File: src/sdt_pkg.sv
// Shared types and constants for the sparkle decay timer.
package sdt_pkg;

  // Serial arithmetic: every multiply and divide takes this many steps.
  localparam int STEPS   = 16;
  localparam int STEP_W  = 4;
  localparam logic [STEP_W-1:0] STEP_LAST = STEP_W'(STEPS - 1);

  localparam int MUL_A_W = 32;
  localparam int MUL_B_W = 16;
  localparam int MUL_P_W = MUL_A_W + MUL_B_W;
  localparam int DIV_N_W = 32;
  localparam int DIV_D_W = 16;

  // Configuration register indexes.
  typedef logic [2:0] cfg_idx_t;
  localparam cfg_idx_t CFG_DECAY_MS        = 3'd0;
  localparam cfg_idx_t CFG_MAX_ACCEL       = 3'd1;
  localparam cfg_idx_t CFG_MAX_INTERVAL_MS = 3'd2;
  localparam cfg_idx_t CFG_PIXEL_COUNT     = 3'd3;
  localparam cfg_idx_t CFG_FLASH_COLOR     = 3'd4;
  localparam cfg_idx_t CFG_FLASH_MS        = 3'd5;

  typedef enum logic [2:0] {
    ST_IDLE,
    ST_MUL1,
    ST_DIV1,
    ST_MUL2,
    ST_MUL3,
    ST_DIV2,
    ST_DONE
  } sdt_state_t;

endpackage

File: src/accel_peak_decay_sparkle_timer.sv
// Top level of the acceleration peak-decay sparkle timer.
//
//   channel | direction | handshake             | payload
//   --------+-----------+-----------------------+-----------------------------------------
//   in_     | input     | in_valid / in_stall   | now_ms, accel, rand_interval, rand_pixel
//   out_    | output    | out_valid / out_stall | flash, pixel_index, color_out, hold_ms,
//           |           |                       | decayed_level
//   cfg_    | input     | cfg_we (no wait)      | cfg_index, cfg_data
//
// One transaction at a time. Each multiply or divide runs on the serial multiplier or
// divider at one bit per cycle. A sample that fires no new wait draw runs one multiply
// and one divide; a sample that fires a flash with a nonzero clamp runs three more
// serial operations.
// Reset is synchronous, active low, and restores register defaults and zero state.
// The output register frees the input side: a new transaction is taken while a
// finished result still waits under out_stall; only the final load waits for it.
module accel_peak_decay_sparkle_timer import sdt_pkg::*; (
  input  logic               clk,
  input  logic               rst_n,
  // input channel
  input  logic               in_valid,
  output logic               in_stall,
  input  logic [15:0]        in_now_ms,
  input  logic signed [15:0] in_accel,
  input  logic [15:0]        in_rand_interval,
  input  logic [7:0]         in_rand_pixel,
  // result channel
  output logic               out_valid,
  input  logic               out_stall,
  output logic               out_flash,
  output logic [7:0]         out_pixel_index,
  output logic [23:0]        out_color_out,
  output logic [7:0]         out_hold_ms,
  output logic [14:0]        out_decayed_level,
  // configuration
  input  logic               cfg_we,
  input  cfg_idx_t           cfg_index,
  input  logic [23:0]        cfg_data
);

  sdt_state_t state_r, state_nxt;

  // configuration registers
  logic [15:0] decay_ms_r;
  logic [14:0] max_accel_r;
  logic [15:0] max_interval_r;
  logic [7:0]  pixel_count_r;
  logic [23:0] flash_color_r;
  logic [7:0]  flash_ms_r;

  // timer state
  logic [14:0] peak_level_r;
  logic [15:0] peak_time_r;
  logic [15:0] last_flash_r;
  logic [15:0] wait_r;

  // captured sample and intermediate results
  logic [15:0]        now_r;
  logic signed [15:0] accel_r;
  logic [15:0]        rint_r;
  logic [7:0]         rpix_r;
  logic [14:0]        mdiff_r;
  logic [14:0]        decayed_r;
  logic [7:0]         pix_r;
  logic               fire_r;

  // result register
  logic        out_valid_r;
  logic        out_flash_r;
  logic [7:0]  out_pixel_r;
  logic [23:0] out_color_r;
  logic [7:0]  out_hold_r;
  logic [14:0] out_decayed_r;

  // serial unit ports
  logic               mul_start;
  logic [MUL_A_W-1:0] mul_a;
  logic [MUL_B_W-1:0] mul_b;
  logic [MUL_P_W-1:0] mul_prod;
  logic               mul_done;
  logic               div_start;
  logic [DIV_N_W-1:0] div_dividend;
  logic [DIV_D_W-1:0] div_divisor;
  logic [DIV_D_W-1:0] div_quo;
  logic               div_done;
  logic               out_load;

  // combinational datapath
  logic [15:0] elapsed;
  logic [15:0] e_cap;
  logic [15:0] decay_left;
  logic [14:0] decayed;
  logic [16:0] acc_ext;
  logic [16:0] mag_full;
  logic        clamp;
  logic [14:0] mag;
  logic        take_peak;
  logic [15:0] wait_eff;
  logic [15:0] since_flash;
  logic        fire;
  logic        draw;
  logic [14:0] dcap;
  logic [14:0] mdiff;
  logic [15:0] pix_prod;

  sdt_mul u_mul (
    .clk   (clk),
    .rst_n (rst_n),
    .start (mul_start),
    .a     (mul_a),
    .b     (mul_b),
    .prod  (mul_prod),
    .done  (mul_done)
  );

  sdt_div u_div (
    .clk      (clk),
    .rst_n    (rst_n),
    .start    (div_start),
    .dividend (div_dividend),
    .divisor  (div_divisor),
    .quo      (div_quo),
    .done     (div_done)
  );

  // Time left on the decay ramp, taken from the incoming sample.
  assign elapsed    = in_now_ms - peak_time_r;
  assign e_cap      = (elapsed < decay_ms_r) ? elapsed : decay_ms_r;
  assign decay_left = decay_ms_r - e_cap;

  // Decayed peak; a zero decay time means the peak is already gone.
  assign decayed = (decay_ms_r == 16'd0) ? 15'd0 : div_quo[14:0];

  // |accel| in 17 bits so that the most negative sample stays exact.
  assign acc_ext  = {accel_r[15], accel_r};
  assign mag_full = accel_r[15] ? (17'd0 - acc_ext) : acc_ext;
  assign clamp    = mag_full >= {2'b00, max_accel_r};
  assign mag      = clamp ? max_accel_r : mag_full[14:0];
  assign take_peak = mag >= decayed;

  // A clamped sample zeroes the wait before the flash test.
  assign wait_eff    = clamp ? 16'd0 : wait_r;
  assign since_flash = now_r - last_flash_r;
  assign fire        = since_flash > wait_eff;
  assign draw        = fire && (max_accel_r != 15'd0);

  assign dcap  = (decayed < max_accel_r) ? decayed : max_accel_r;
  assign mdiff = max_accel_r - dcap;

  assign pix_prod = {8'd0, rpix_r} * {8'd0, pixel_count_r};

  // Next state.
  always_comb begin
    state_nxt = state_r;
    unique case (state_r)
      ST_IDLE: if (in_valid) state_nxt = ST_MUL1;
      ST_MUL1: if (mul_done) state_nxt = ST_DIV1;
      ST_DIV1: begin
        if (div_done) state_nxt = draw ? ST_MUL2 : ST_DONE;
      end
      ST_MUL2: if (mul_done) state_nxt = ST_MUL3;
      ST_MUL3: if (mul_done) state_nxt = ST_DIV2;
      ST_DIV2: if (div_done) state_nxt = ST_DONE;
      ST_DONE: if (out_load) state_nxt = ST_IDLE;
      default: state_nxt = ST_IDLE;
    endcase
  end

  // Sequencer outputs: start strobes and operand selection for the serial units.
  always_comb begin
    in_stall     = 1'b1;
    mul_start    = 1'b0;
    mul_a        = '0;
    mul_b        = '0;
    div_start    = 1'b0;
    div_dividend = '0;
    div_divisor  = '0;
    out_load     = 1'b0;
    unique case (state_r)
      ST_IDLE: begin
        // peak * time left on the ramp
        in_stall  = 1'b0;
        mul_start = in_valid;
        mul_a     = {16'd0, decay_left};
        mul_b     = {1'b0, peak_level_r};
      end
      ST_MUL1: begin
        div_start    = mul_done;
        div_dividend = mul_prod[31:0];
        div_divisor  = decay_ms_r;
      end
      ST_DIV1: begin
        // rand_interval * max_interval
        mul_start = div_done && draw;
        mul_a     = {16'd0, max_interval_r};
        mul_b     = rint_r;
      end
      ST_MUL2: begin
        // ... * (max_accel - capped decayed)
        mul_start = mul_done;
        mul_a     = mul_prod[31:0];
        mul_b     = {1'b0, mdiff_r};
      end
      ST_MUL3: begin
        // drop the low 16 bits first; the floor of the quotient is the same
        div_start    = mul_done;
        div_dividend = mul_prod[47:16];
        div_divisor  = {1'b0, max_accel_r};
      end
      ST_DIV2: begin
      end
      ST_DONE: out_load = !out_valid_r || !out_stall;
      default: begin
      end
    endcase
  end

  always_ff @(posedge clk) begin
    if (!rst_n) begin
      state_r <= ST_IDLE;
    end else begin
      state_r <= state_nxt;
    end
  end

  // Configuration writes; unknown indexes are ignored.
  always_ff @(posedge clk) begin
    if (!rst_n) begin
      decay_ms_r     <= 16'd1000;
      max_accel_r    <= 15'd8192;
      max_interval_r <= 16'd500;
      pixel_count_r  <= 8'd60;
      flash_color_r  <= 24'hFFFFFF;
      flash_ms_r     <= 8'd10;
    end else if (cfg_we) begin
      unique case (cfg_index)
        CFG_DECAY_MS:        decay_ms_r     <= cfg_data[15:0];
        CFG_MAX_ACCEL:       max_accel_r    <= cfg_data[14:0];
        CFG_MAX_INTERVAL_MS: max_interval_r <= cfg_data[15:0];
        CFG_PIXEL_COUNT:     pixel_count_r  <= cfg_data[7:0];
        CFG_FLASH_COLOR:     flash_color_r  <= cfg_data;
        CFG_FLASH_MS:        flash_ms_r     <= cfg_data[7:0];
        default: begin
        end
      endcase
    end
  end

  // Peak, flash time and wait updates.
  always_ff @(posedge clk) begin
    if (!rst_n) begin
      peak_level_r <= '0;
      peak_time_r  <= '0;
      last_flash_r <= '0;
      wait_r       <= '0;
    end else begin
      if (state_r == ST_DIV1 && div_done) begin
        if (take_peak) begin
          peak_level_r <= mag;
          peak_time_r  <= now_r;
        end
        if (fire) last_flash_r <= now_r;
        // a drawn wait overwrites this later
        if (clamp || fire) wait_r <= '0;
      end
      if (state_r == ST_DIV2 && div_done) wait_r <= div_quo;
    end
  end

  // Hold the sample and intermediate values for the rest of the transaction.
  always_ff @(posedge clk) begin
    if (state_r == ST_IDLE && in_valid) begin
      now_r   <= in_now_ms;
      accel_r <= in_accel;
      rint_r  <= in_rand_interval;
      rpix_r  <= in_rand_pixel;
    end
    if (state_r == ST_DIV1 && div_done) begin
      decayed_r <= decayed;
      fire_r    <= fire;
      mdiff_r   <= mdiff;
      pix_r     <= pix_prod[15:8];
    end
  end

  // Result register.
  always_ff @(posedge clk) begin
    if (!rst_n) begin
      out_valid_r <= 1'b0;
    end else if (out_load) begin
      out_valid_r <= 1'b1;
    end else if (!out_stall) begin
      out_valid_r <= 1'b0;
    end
  end

  always_ff @(posedge clk) begin
    if (out_load) begin
      out_flash_r   <= fire_r;
      out_pixel_r   <= fire_r ? pix_r : 8'd0;
      out_color_r   <= fire_r ? flash_color_r : 24'd0;
      out_hold_r    <= fire_r ? flash_ms_r : 8'd0;
      out_decayed_r <= decayed_r;
    end
  end

  assign out_valid         = out_valid_r;
  assign out_flash         = out_flash_r;
  assign out_pixel_index   = out_pixel_r;
  assign out_color_out     = out_color_r;
  assign out_hold_ms       = out_hold_r;
  assign out_decayed_level = out_decayed_r;

  // An accepted transaction always starts with the ramp multiply.
  a_accept_starts: assert property (@(posedge clk) disable iff (!rst_n)
    (in_valid && !in_stall) |=> (state_r == ST_MUL1))
    else $error("accepted sample did not start the ramp multiply");

  // The two serial units are never launched in the same cycle.
  a_one_start: assert property (@(posedge clk) disable iff (!rst_n)
    !(mul_start && div_start))
    else $error("multiplier and divider started together");

  // The decayed peak never outgrows 15 bits.
  a_decay_range: assert property (@(posedge clk) disable iff (!rst_n)
    (state_r == ST_DIV1 && div_done) |-> (decay_ms_r == 16'd0 || div_quo[15] == 1'b0))
    else $error("decayed peak quotient overflow");

endmodule

File: src/sdt_mul.sv
// Shift-add multiplier, one multiplier bit per cycle.
module sdt_mul import sdt_pkg::*; (
  input  logic               clk,
  input  logic               rst_n,
  input  logic               start,
  input  logic [MUL_A_W-1:0] a,
  input  logic [MUL_B_W-1:0] b,
  output logic [MUL_P_W-1:0] prod,
  output logic               done
);

  logic [MUL_A_W-1:0] a_r;
  logic [MUL_A_W-1:0] hi_r;
  logic [MUL_B_W-1:0] lo_r;
  logic [STEP_W-1:0]  cnt_r;
  logic               busy_r;
  logic               done_r;
  logic [MUL_A_W:0]   sum;

  // Add the multiplicand when the low bit is set, then shift right.
  assign sum  = {1'b0, hi_r} + (lo_r[0] ? {1'b0, a_r} : '0);
  assign prod = {hi_r, lo_r};
  assign done = done_r;

  always_ff @(posedge clk) begin
    if (!rst_n) begin
      busy_r <= 1'b0;
      done_r <= 1'b0;
      cnt_r  <= '0;
    end else begin
      done_r <= 1'b0;
      if (start) begin
        busy_r <= 1'b1;
        cnt_r  <= '0;
      end else if (busy_r) begin
        cnt_r <= cnt_r + STEP_W'(1);
        if (cnt_r == STEP_LAST) begin
          busy_r <= 1'b0;
          done_r <= 1'b1;
        end
      end
    end
  end

  always_ff @(posedge clk) begin
    if (start) begin
      a_r  <= a;
      hi_r <= '0;
      lo_r <= b;
    end else if (busy_r) begin
      {hi_r, lo_r} <= {sum, lo_r[MUL_B_W-1:1]};
    end
  end

endmodule

File: src/sdt_div.sv
// Restoring divider, one quotient bit per cycle; needs dividend[31:16] < divisor.
module sdt_div import sdt_pkg::*; (
  input  logic               clk,
  input  logic               rst_n,
  input  logic               start,
  input  logic [DIV_N_W-1:0] dividend,
  input  logic [DIV_D_W-1:0] divisor,
  output logic [DIV_D_W-1:0] quo,
  output logic               done
);

  logic [DIV_D_W-1:0] rem_r;
  logic [DIV_D_W-1:0] q_r;
  logic [DIV_D_W-1:0] d_r;
  logic [STEP_W-1:0]  cnt_r;
  logic               busy_r;
  logic               done_r;
  logic [DIV_D_W:0]   trial;
  logic [DIV_D_W:0]   diff;
  logic               ge;
  logic [DIV_D_W-1:0] rem_nxt;

  // Bring down the next dividend bit and subtract if it fits.
  assign trial   = {rem_r, q_r[DIV_D_W-1]};
  assign ge      = trial >= {1'b0, d_r};
  assign diff    = trial - {1'b0, d_r};
  assign rem_nxt = ge ? diff[DIV_D_W-1:0] : trial[DIV_D_W-1:0];
  assign quo     = q_r;
  assign done    = done_r;

  always_ff @(posedge clk) begin
    if (!rst_n) begin
      busy_r <= 1'b0;
      done_r <= 1'b0;
      cnt_r  <= '0;
    end else begin
      done_r <= 1'b0;
      if (start) begin
        busy_r <= 1'b1;
        cnt_r  <= '0;
      end else if (busy_r) begin
        cnt_r <= cnt_r + STEP_W'(1);
        if (cnt_r == STEP_LAST) begin
          busy_r <= 1'b0;
          done_r <= 1'b1;
        end
      end
    end
  end

  always_ff @(posedge clk) begin
    if (start) begin
      rem_r <= dividend[DIV_N_W-1:DIV_D_W];
      q_r   <= dividend[DIV_D_W-1:0];
      d_r   <= divisor;
    end else if (busy_r) begin
      rem_r <= rem_nxt;
      q_r   <= {q_r[DIV_D_W-2:0], ge};
    end
  end

endmodule

File: config.mk
export PLATFORM = sky130hd
export DESIGN_NAME = accel_peak_decay_sparkle_timer
export DESIGN_NICKNAME = d
export VERILOG_FILES = /design/src/sdt_pkg.sv /design/src/accel_peak_decay_sparkle_timer.sv /design/src/sdt_mul.sv /design/src/sdt_div.sv
export SDC_FILE = /design/constraint.sdc
export NUM_CORES = 1
export LEC_CHECK = 0
export ABC_AREA = 0
export BUFFER_PORTS_ARGS = -buffer_cell sky130_fd_sc_hd__clkbuf_2
export CORE_ASPECT_RATIO = 0.6
export CORE_UTILIZATION = 60
export DETAILED_ROUTE_END_ITERATION = 10
export PLACE_DENSITY = 0.82
export SYNTH_ARGS = -nofsm -noshare
export SYNTH_HDL_FRONTEND = slang
export SYNTH_SLANG_ARGS = --single-unit
export TNS_END_PERCENT = 10
File: constraint.sdc
create_clock -name clk -period 10.4 [get_ports clk]
set_clock_uncertainty 0.2 [all_clocks]
set_input_delay 0.52 -clock clk [delete_from_list [all_inputs] [get_ports clk]]
set_output_delay 0.52 -clock clk [all_outputs]
set_load 0.005 [all_outputs]
# Yosys cells after proc, flatten, opt, wreduce, memory -nomap -nowiden
# Cells that the tools add are included.
# classes
order_cmp,6
n_mul,1
n_bitwise,3
n_reduce_logical,32
addsub,9
muxes,44
eq_ne,21
# ops
cell,n
16-bit two-way mux,12
32-bit case mux with 3 select lines,1
32-bit case mux with 2 select lines,1
16-bit subtractor,4
16-bit case mux with 3 select lines,1
15-bit two-way mux,3
32-bit by 33-bit adder with 33-bit output,1
32-bit two-way mux,1
16-bit case mux with 2 select lines,1
3-bit two-way mux,8
3-bit case mux with 7 select lines,1
2-bit AND reduction,9
17-bit by 15-bit >= comparator with 1-bit output,1
17-bit by 16-bit >= comparator with 1-bit output,1
17-bit two-way mux,1
"1-bit by 16-bit subtractor with 17-bit output, first input constant",1
16-bit greater-than comparator,1
16-bit logical NOT,1
16-bit less-than comparator,1
8-bit by 8-bit multiplier with 16-bit output,1
"3-bit == test, second input constant",5
15-bit >= comparator,1
15-bit less-than comparator,1
15-bit nonzero test,1
18 further kinds,57
# word_totals
input_bits,88
reg_bits,445
elab_cells,153
output_inout_bits,58

# Longest topological paths before layout
# Gate-level depths: netlist of run 1.
# logic_depth
depth_word,9
ltp_mapped,30
mapped_depth_nobuf,30

# By module
# From an unflattened synthesis of run 1, not the netlist that was laid out.
# hier_totals
cells_unflattened,2761
area_unflattened_um2,27134.8
# modules_own_cells
mod,cells_per_inst,n_inst,area_each_um2,seq_area_each_um2
accel_peak_decay_sparkle_timer,2018,1,19059.5,7617.3
sdt_mul,462,1,4912.2,2202.1
sdt_div,281,1,3163.0,1561.5

# Worst setup path after synthesis of run 1
# No wires, ideal clock.
# synth_timing
kind,reg2reg
start,register accel_r[0]
end,"register u_mul.a_r[0], enable pin"
setup_ns,0.409
required_ns,9.791
t_arrival_ns,6.061
period_less_slack_ns,6.670
stages_incl_launch_ff,27
slack_ns,3.730
path_cell_list,edfxtp_1 -> inv_1 -> ha_1 -> nand2_1 -> or2_2 -> o41ai_1 -> nand2_1 -> xor2_1 -> ha_1 -> a21o_1 -> a211o_1 -> o2111ai_1 -> nor2_1 -> a21oi_2 -> buf_6 -> clkbuf_1 -> nand2_1 -> ha_1 -> a21o_1 -> a21o_1 -> a21oi_1 -> o21ai_0 -> o2111ai_1 -> a32oi_1 -> a21oi_1 -> inv_1 -> clkbuf_1
# synth_via
elab_chain_len,8
# synth_rtl
element,line,text
start: declaration,accel_peak_decay_sparkle_timer.sv:59,logic signed [15:0] accel_r;
start signal: assignment,accel_peak_decay_sparkle_timer.sv:274,accel_r <= in_accel;
1-bit by 16-bit subtractor with 17-bit output,accel_peak_decay_sparkle_timer.sv:136,assign mag_full = accel_r[15] ? (17'd0 - acc_ext) : acc_ext;
17-bit two-way mux (*),accel_peak_decay_sparkle_timer.sv:136,
17-bit by 15-bit >= comparator with 1-bit output (*),accel_peak_decay_sparkle_timer.sv:137,"assign clamp = mag_full >= {2'b00, max_accel_r};"
16-bit two-way mux (*),accel_peak_decay_sparkle_timer.sv:142,assign wait_eff = clamp ? 16'd0 : wait_r;
16-bit greater-than comparator (*),accel_peak_decay_sparkle_timer.sv:144,assign fire = since_flash > wait_eff;
1-bit logical AND (*),accel_peak_decay_sparkle_timer.sv:145,assign draw = fire && (max_accel_r != 15'd0);
1-bit logical AND (*),accel_peak_decay_sparkle_timer.sv:194,mul_start = div_done && draw;
1-bit case mux with 3 select lines (*),accel_peak_decay_sparkle_timer.sv:179,unique case (state_r)
named net mul_start,accel_peak_decay_sparkle_timer.sv:76,logic mul_start;
end signal: assignment,sdt_mul.sv:47,a_r <= a;
end: declaration,sdt_mul.sv:12,logic [MUL_A_W-1:0] a_r;
# The timed path passes the listed nets; every way through them passes the cells marked *.
# A chain may end at the register's enable or synchronous reset.

# Final worst setup path of run 1
# layout_timing
start,register accel_r[0]
end,"register u_mul.a_r[4], enable pin"
# layout_via
elab_chain_len,8
# layout_rtl
element,line
1-bit by 16-bit subtractor with 17-bit output,accel_peak_decay_sparkle_timer.sv:136
17-bit two-way mux (*),accel_peak_decay_sparkle_timer.sv:136
17-bit by 15-bit >= comparator with 1-bit output (*),accel_peak_decay_sparkle_timer.sv:137
16-bit two-way mux (*),accel_peak_decay_sparkle_timer.sv:142
16-bit greater-than comparator (*),accel_peak_decay_sparkle_timer.sv:144
1-bit logical AND (*),accel_peak_decay_sparkle_timer.sv:145
1-bit logical AND (*),accel_peak_decay_sparkle_timer.sv:194
1-bit case mux with 3 select lines (*),accel_peak_decay_sparkle_timer.sv:179
# Every way passes the cells marked *; elsewhere a longest branch is shown, timed or not.

==> flow_summary.yaml, run 1 <==
sta:
  worstMarginPinSlew_ns: 1.21
  fmax_mhz: 135
  finalSetupViolCount: 0
  maxSlewHeadroom_pct: 19.1
  fin_setup_tns_ns: 0
  report.final.hold_viol_count: 0
  fin_crit_ns: 7.41
  post-route-period-util_pct: 71.2
  final_max_slew_viol_count: 0
  rsz0062_at_grt: "false"
critical_path:
  ff2ff_setup_slack_ns: 2.99
  end_kind: "flip-flop"
  critical_path_required_ns: 10.40
  critical_path_class: "reg -> reg"
  reg2reg_to: "u_mul.a_r[4]$_DFFE_PP_"
  r2r-start: "accel_r[0]$_DFFE_PP_"
  path_max_fanout: 44
  crit_path_start_kind: "flip-flop"
  crit_arrival_ns: 7.41
  reg2reg_depth: 26
die:
  die_y_um: 164
  start_util_pct: 60.8
  rows: 59
  die_w_um: 273
  core_um2: 43300
  pin_count: 146
  dieArea_um2: 44800
logic_synthesis:
  ys_seq_area_share_pct: 43.2
  synth_nets: 3047
  yosys_warnings: 0
  synth-seq-cells: 445
  avgSynthCellArea_um2: 9.76
  ys.flop_type: "edfxtp_1"
  synth-edff-count: 247
  ys_types: 75
  async_reset_ff_share_pct: 0
  synth_area_um2: 26400
  synthCells: 2700
cts:
  postCtsSetupRepairBufs: 0
  numCtsBuffers: 43
  cts_buffer_depth: 3
  clk_pin_slew_ns: 0.07
  root_buffer: "clkbuf_16"
  clkLatencyLatePin_ns: 0.57
  cts_sinks: 445
  cts_tree: "yes"
  htree_levels: 2
route:
  wl_um: 78200
  num_vias: 22000
  antenna_left: 0
  drtIter0Drc: 3013
  wl_per_cell_um: 22.5
  drc_errors: 0
  viasPerCell: 6.32
  drtPass1Iterations: 5
global_route:
  antenna_found_initial: 0
  grt_pass1_wl_um: 120000
  grt_start_max_net_pins: 73
  grt-ovfl-total: 0
  track_usage_pct: 35.0
  grt_pass1_vias: 20800
worst_hold_path:
  min_path_type: "in -> reg"
  hold_path_depth: 3
  min_from: "cfg_data[14]"
  min_to: "max_accel_r[14]$_SDFFE_PN0P_"
finish:
  n_fill_cell: 3240
  final_nets: 3207
  multi_input_area_um2: 13900
  drive_gt1_share_pct: 10.6
  layout_common_cells: "nand2_1 (335), edfxtp_1 (247), ha_1 (218), dfxtp_1 (198), inv_1 (185)"
  diodes: 0
  area_growth_syn_to_layout_pct: 12.6
  mostFrequentLayoutCell: "nand2_1"
  seqCellArea_um2: 11400
placed_design:
  gp_congestion: 0.984
  io_buffers: 145
  hpwl_um: 57200
pwr:
  p_per_area_nw_per_um2: 154
  ir_drop_mv: 0.151
  cellLeakagePower_uw: 0.0122
  p_total_uw: 4580
run:
  cap_viol_max_count: 0
outcome:
  status: "finished, final reports clean"
[critical path, stage by stage, from the launching register on]
cell	delay (ns)
edfxtp_1	0.43
inv_1	0.12
ha_1	0.17
nand2_1	0.07
or2_2	0.29
o41ai_1	0.69
nand2_1	0.14
xor2_1	0.24
ha_1	0.28
a21o_1	0.19
a211o_1	0.31
nor2_1	0.10
o211ai_1	0.15
a21oi_4	0.17
buf_4	0.43
nand2_1	0.14
ha_1	0.32
a21o_1	0.11
a21o_1	0.11
a21oi_1	0.06
o21ai_0	0.14
o2111ai_1	0.20
a32oi_1	0.63
a21oi_4	0.08
buf_4	0.29
inv_2	0.40
buf_4	0.52
[how the worst max path moves through the flow]
| stage | start | to | slack, ns | cells past startpoint |
|---|---|---|---|---|
| finish | accel_r[0]$_DFFE_PP_ | u_mul.a_r[4]$_DFFE_PP_ | 2.99 | 26 |
| global route | accel_r[0]$_DFFE_PP_ | u_mul.a_r[9]$_DFFE_PP_ | 2.48 | 26 |
| CTS | accel_r[0]$_DFFE_PP_ | u_mul.a_r[4]$_DFFE_PP_ | 3.14 | 26 |
| detailed placement | in_now_ms[0] | u_mul.a_r[15]$_DFFE_PP_ | 3.18 | 30 |
| global placement | in_now_ms[0] | u_mul.a_r[15]$_DFFE_PP_ | 3.40 | 30 |
| floorplan | accel_r[0]$_DFFE_PP_ | u_mul.a_r[0]$_DFFE_PP_ | 3.73 | 26 |
[cells in the mapped netlist (all sizes together) (22+ instances only)]
master / n / area share, %
mux2i: 82 / 3.1
xor2: 29 / 0.96
a22oi: 23 / 0.65
clkbuf: 95 / 1.4
o21ai: 76 / 1.5
a21o: 39 / 1.1
and2: 124 / 2.9
nand4: 22 / 0.52
dfxtp: 198 / 15
nand2: 335 / 4.8
edfxtp: 247 / 28
a21oi: 186 / 3.5
inv: 187 / 2.7
ha: 218 / 10
xnor2: 78 / 2.6
nor2: 186 / 2.6
o31ai: 27 / 0.81
nand3: 74 / 1.4
nor3: 41 / 0.78
a22o: 80 / 2.7
mux2: 41 / 1.9
fa: 41 / 3.1
nor2b: 24 / 0.57
[routing by layer]
layer | global-route usage, % | share of wire [%]
met5 | 0.329 | 0
met3 | 6.98 | 12
met1 | 51.8 | 43
met4 | 9.32 | 2.6
met2 | 52.0 | 42
[stage by stage]
stage | std cells | setup slack, ns | hold WS, ns | utilization (%) | instance area, um2
after floorplan | 2700 | 3.73 | 0.200 | - | 26400
after global placement | 3330 | 3.40 | 0.201 | 63.6 | 27600
after detailed placement | 3330 | 3.18 | 0.206 | 63.6 | 27600
after CTS | 3474 | 3.14 | 0.0432 | 68.5 | 29700
after global routing | 3474 | 2.48 | 0.0556 | 68.5 | 29700
final | 3474 | 2.99 | 0.0603 | 68.5 | 29700
[layout make-up]
class	instances	area share, %
Clock buffer	66	4.58
Clock inverter	14	0.417
Inverter	187	2.36
Multi-Input combinational cell	1955	46.8
Sequential cell	445	38.3
Tap cell	579	2.44
Timing Repair Buffer	228	5.08
[where the power goes]
group | total, uW | switching (uW) | internal (uW)
clock | 1650 | 715 | 935
combinational | 908 | 520 | 388
sequential | 2030 | 87.3 | 1940
[cell families after synthesis]
family                     Yosys count  synth area share (%)
AOI/OAI and AO/OA                  582                  14.8
muxes                              123                  5.02
DFF                                445                  43.2
adders and majority gates          259                  13.5
buffers and inverters              300                  4.36
and+or+nand+nor                    884                  15.6
xor gates and xnor gates           107                  3.55
[registers in the layout, summed over array words and instances, names as in the netlist, 24 cells and up]
name           cells
u_mul.hi_r        32
flash_color_r     24
u_mul.a_r         32
out_color_out     24
[what timing repair did]
action,in CTS,in global routing
hold buffers,64,0
endpoints found under the setup margin,0,0
gates resized for setup,0,0
hold endpoints to repair,64,0
(Power assumes the default switching activity.)
==> run 2, diff against run 1 <==
Settings changed: ABC_AREA 0 to 1, PLACE_DENSITY 0.82 to 0.81.
Clock period 10.4 ns to 7.3 ns, I/O delays scaled along.
==> flow_summary.yaml, run 2 <==
logic_synthesis:
  synth_top_area_share_pct: 27.3
  synthCells: 3397
  avgSynthCellArea_um2: 8.01
  synthTopCellsByArea: "edfxtp_1 (27%), dfxtp_1 (15%), nand2_1 (12%)"
  synth-edff-count: 247
  ys.flop_type: "edfxtp_1"
  ys_types: 54
  synth_commonest_cells: "nand2_1 (835), inv_1 (471), a21oi_1 (275)"
  yosysMostFrequentCell: "nand2_1"
  synth_area_um2: 27200
  ys_seq_area_share_pct: 41.8
  yosys_warnings: 0
  yosysTopAreaCell: "edfxtp_1"
  async_reset_ff_share_pct: 0
  synth_nets: 3744
  synth-seq-cells: 445
cts:
  clkLatencyLatePin_ns: 0.58
  cts_buffer_depth: 3
  cts_sinks: 445
  cts_resized: 0
  numCtsBuffers: 42
  clk_pin_slew_ns: 0.08
  root_buffer: "clkbuf_16"
  htree_levels: 2
  cts_tree: "yes"
route:
  wl_per_cell_um: 21.5
  viasPerCell: 5.99
  wl_um: 90200
  drc_errors: 0
  highest_layer: "met5"
  drtIter0Drc: 3603
  antenna_left: 0
  wl_met3_um: 12300
  wl_met2_um: 36500
  m1WireLength_um: 39400
  drtPass1Iterations: 6
  num_vias: 25100
sta:
  rsz0062_at_grt: "false"
  final_max_slew_viol_count: 0
  maxSlewHeadroom_pct: 21.0
  fin_crit_ns: 6.50
  finalSetupViolCount: 0
  worstMarginPinSlew_ns: 1.18
  report.final.hold_viol_count: 0
  fin_setup_tns_ns: 0
  hold_ws_ns: 0.0375
  fmax_mhz: 154
  post-route-period-util_pct: 89.0
global_route:
  antenna_found_initial: 2
  grt_pass1_wl_um: 137000
  grt_start_max_net_pins: 94
  track_usage_pct: 38.5
  grt-ovfl-total: 0
  grt_pass1_vias: 23400
pwr:
  ir_drop_mv: 0.301
  cellLeakagePower_uw: 0.0140
  p_per_area_nw_per_um2: 313
placed_design:
  hpwl_um: 67600
  place_area_um2: 28400
  gp_congestion: 1.05
  io_buffers: 145
die:
  dieArea_um2: 46200
  start_util_pct: 61.8
  rows: 59
  die_y_um: 167
  core_um2: 44000
  pin_count: 146
  die_w_um: 277
critical_path:
  end_kind: "flip-flop"
  path_max_fanout: 87
  critical_path_class: "reg -> reg"
  worst_path_max_delay_cell: "buf_4"
  critical_path_required_ns: 7.37
  crit_top_cell: "nand2_1"
  critPathMaxStageDelay_ns: 0.79
  crit_path_start_kind: "flip-flop"
  crit_arrival_ns: 6.57
finish:
  final_nets: 3925
  mostFrequentLayoutCell: "nand2_1"
  final_area_um2: 30600
  n_fill_cell: 3486
  area_growth_syn_to_layout_pct: 12.7
  layout_common_cells: "nand2_1 (834), inv_1 (471), a21oi_1 (274), o21ai_0 (258), edfxtp_1 (247)"
  drive_gt1_share_pct: 7.37
  post-route-util_pct: 69.7
  reg_top3: "u_mul.a_r x32, u_mul.hi_r x32"
run:
  cap_viol_max_count: 0
outcome:
  status: "finished, final reports clean"
worst_hold_path:
  min_path_type: "in -> reg"
[run 2: per-layer routing]
layer / GRT usage (%) / up-vias
met1: 58.3 / 11800
li1: - / 11600
met2: 54.7 / 1503
met5: 0 / -
met4: 8.21 / 2
met3: 10.3 / 152
[run 2: through the flow]
| step | instances | setup WS (ns) | power, uW |
|---|---|---|---|
| after floorplan | 3397 | 2.07 | 5940 |
| after CTS | 4190 | 1.10 | 9430 |
| after global placement | 4032 | 1.13 | 6940 |
| after global routing | 4190 | 0.398 | 10100 |
| after detailed placement | 4032 | 1.08 | 7040 |
| final | 4191 | 0.802 | 9600 |
[run 2: worst paths after layout]
kind,startpoint,to,slack (ns),cells after the start
hold / removal,cfg_data[5],flash_color_r[5]$_SDFFE_PN1P_,0.04,3
setup / recovery,accel_r[0]$_DFFE_PP_,u_mul.lo_r[12]$_DFFE_PP_,0.80,28
setup reg to reg,accel_r[0]$_DFFE_PP_,u_mul.lo_r[12]$_DFFE_PP_,0.80,28
hold reg to reg,decayed_r[0]$_DFFE_PP_,out_decayed_level[0]$_DFFE_PP_,0.22,0
[run 2: cells by family (layout without fill, tap and decap cells)]
logic type	count (synthesis)	after routing	synth area share (%)
buffers and inverters	594	808	8.41
AND/OR/NAND/NOR	1319	1319	19.9
AO/OA/AOI/OAI	693	693	14.0
flip-flops	445	445	41.8
adder cells (fa/ha/maj)	259	259	13.0
multiplexers	1	1	0.0368
XOR/XNOR	86	86	2.77
other	0	1	0
[run 2: layout make-up]
class | count | area (um2) | area share [%]
well taps | 579 | 724 | 2.36
clock inverters | 20 | 254 | 0.829
inverters | 479 | 1800 | 5.87
flip-flops and latches | 445 | 11400 | 37.1
clock buffers | 57 | 1200 | 3.93
multi-input cells | 2358 | 13500 | 44.2
repair buffers | 252 | 1730 | 5.66
diodes | 1 | 2.50 | 0.00817
[run 2: where the power goes]
part / internal (uW) / switching (uW) / leakage (uW)
Combinational: 1260 / 2580 / 0.00939
Clock: 1370 / 1020 / 0.000721
Sequential: 3080 / 285 / 0.00390
Total: 5720 / 3890 / 0.0140
[run 2: critical path: cells and delay by family (launching register included)]
kind                       cells  cell delay (ns)
AOI/OAI and AO/OA              4             0.64
DFF                            1             0.47
buffers and inverters          6             1.60
adders and majority gates      3             0.86
xor gates and xnor gates       1             0.26
and+or+nand+nor               14             2.11
[run 2: timing repair]
item                                   CTS  global route
hold buffers                            81             0
endpoints found under the hold margin  106             0
buffers inserted                         0             0
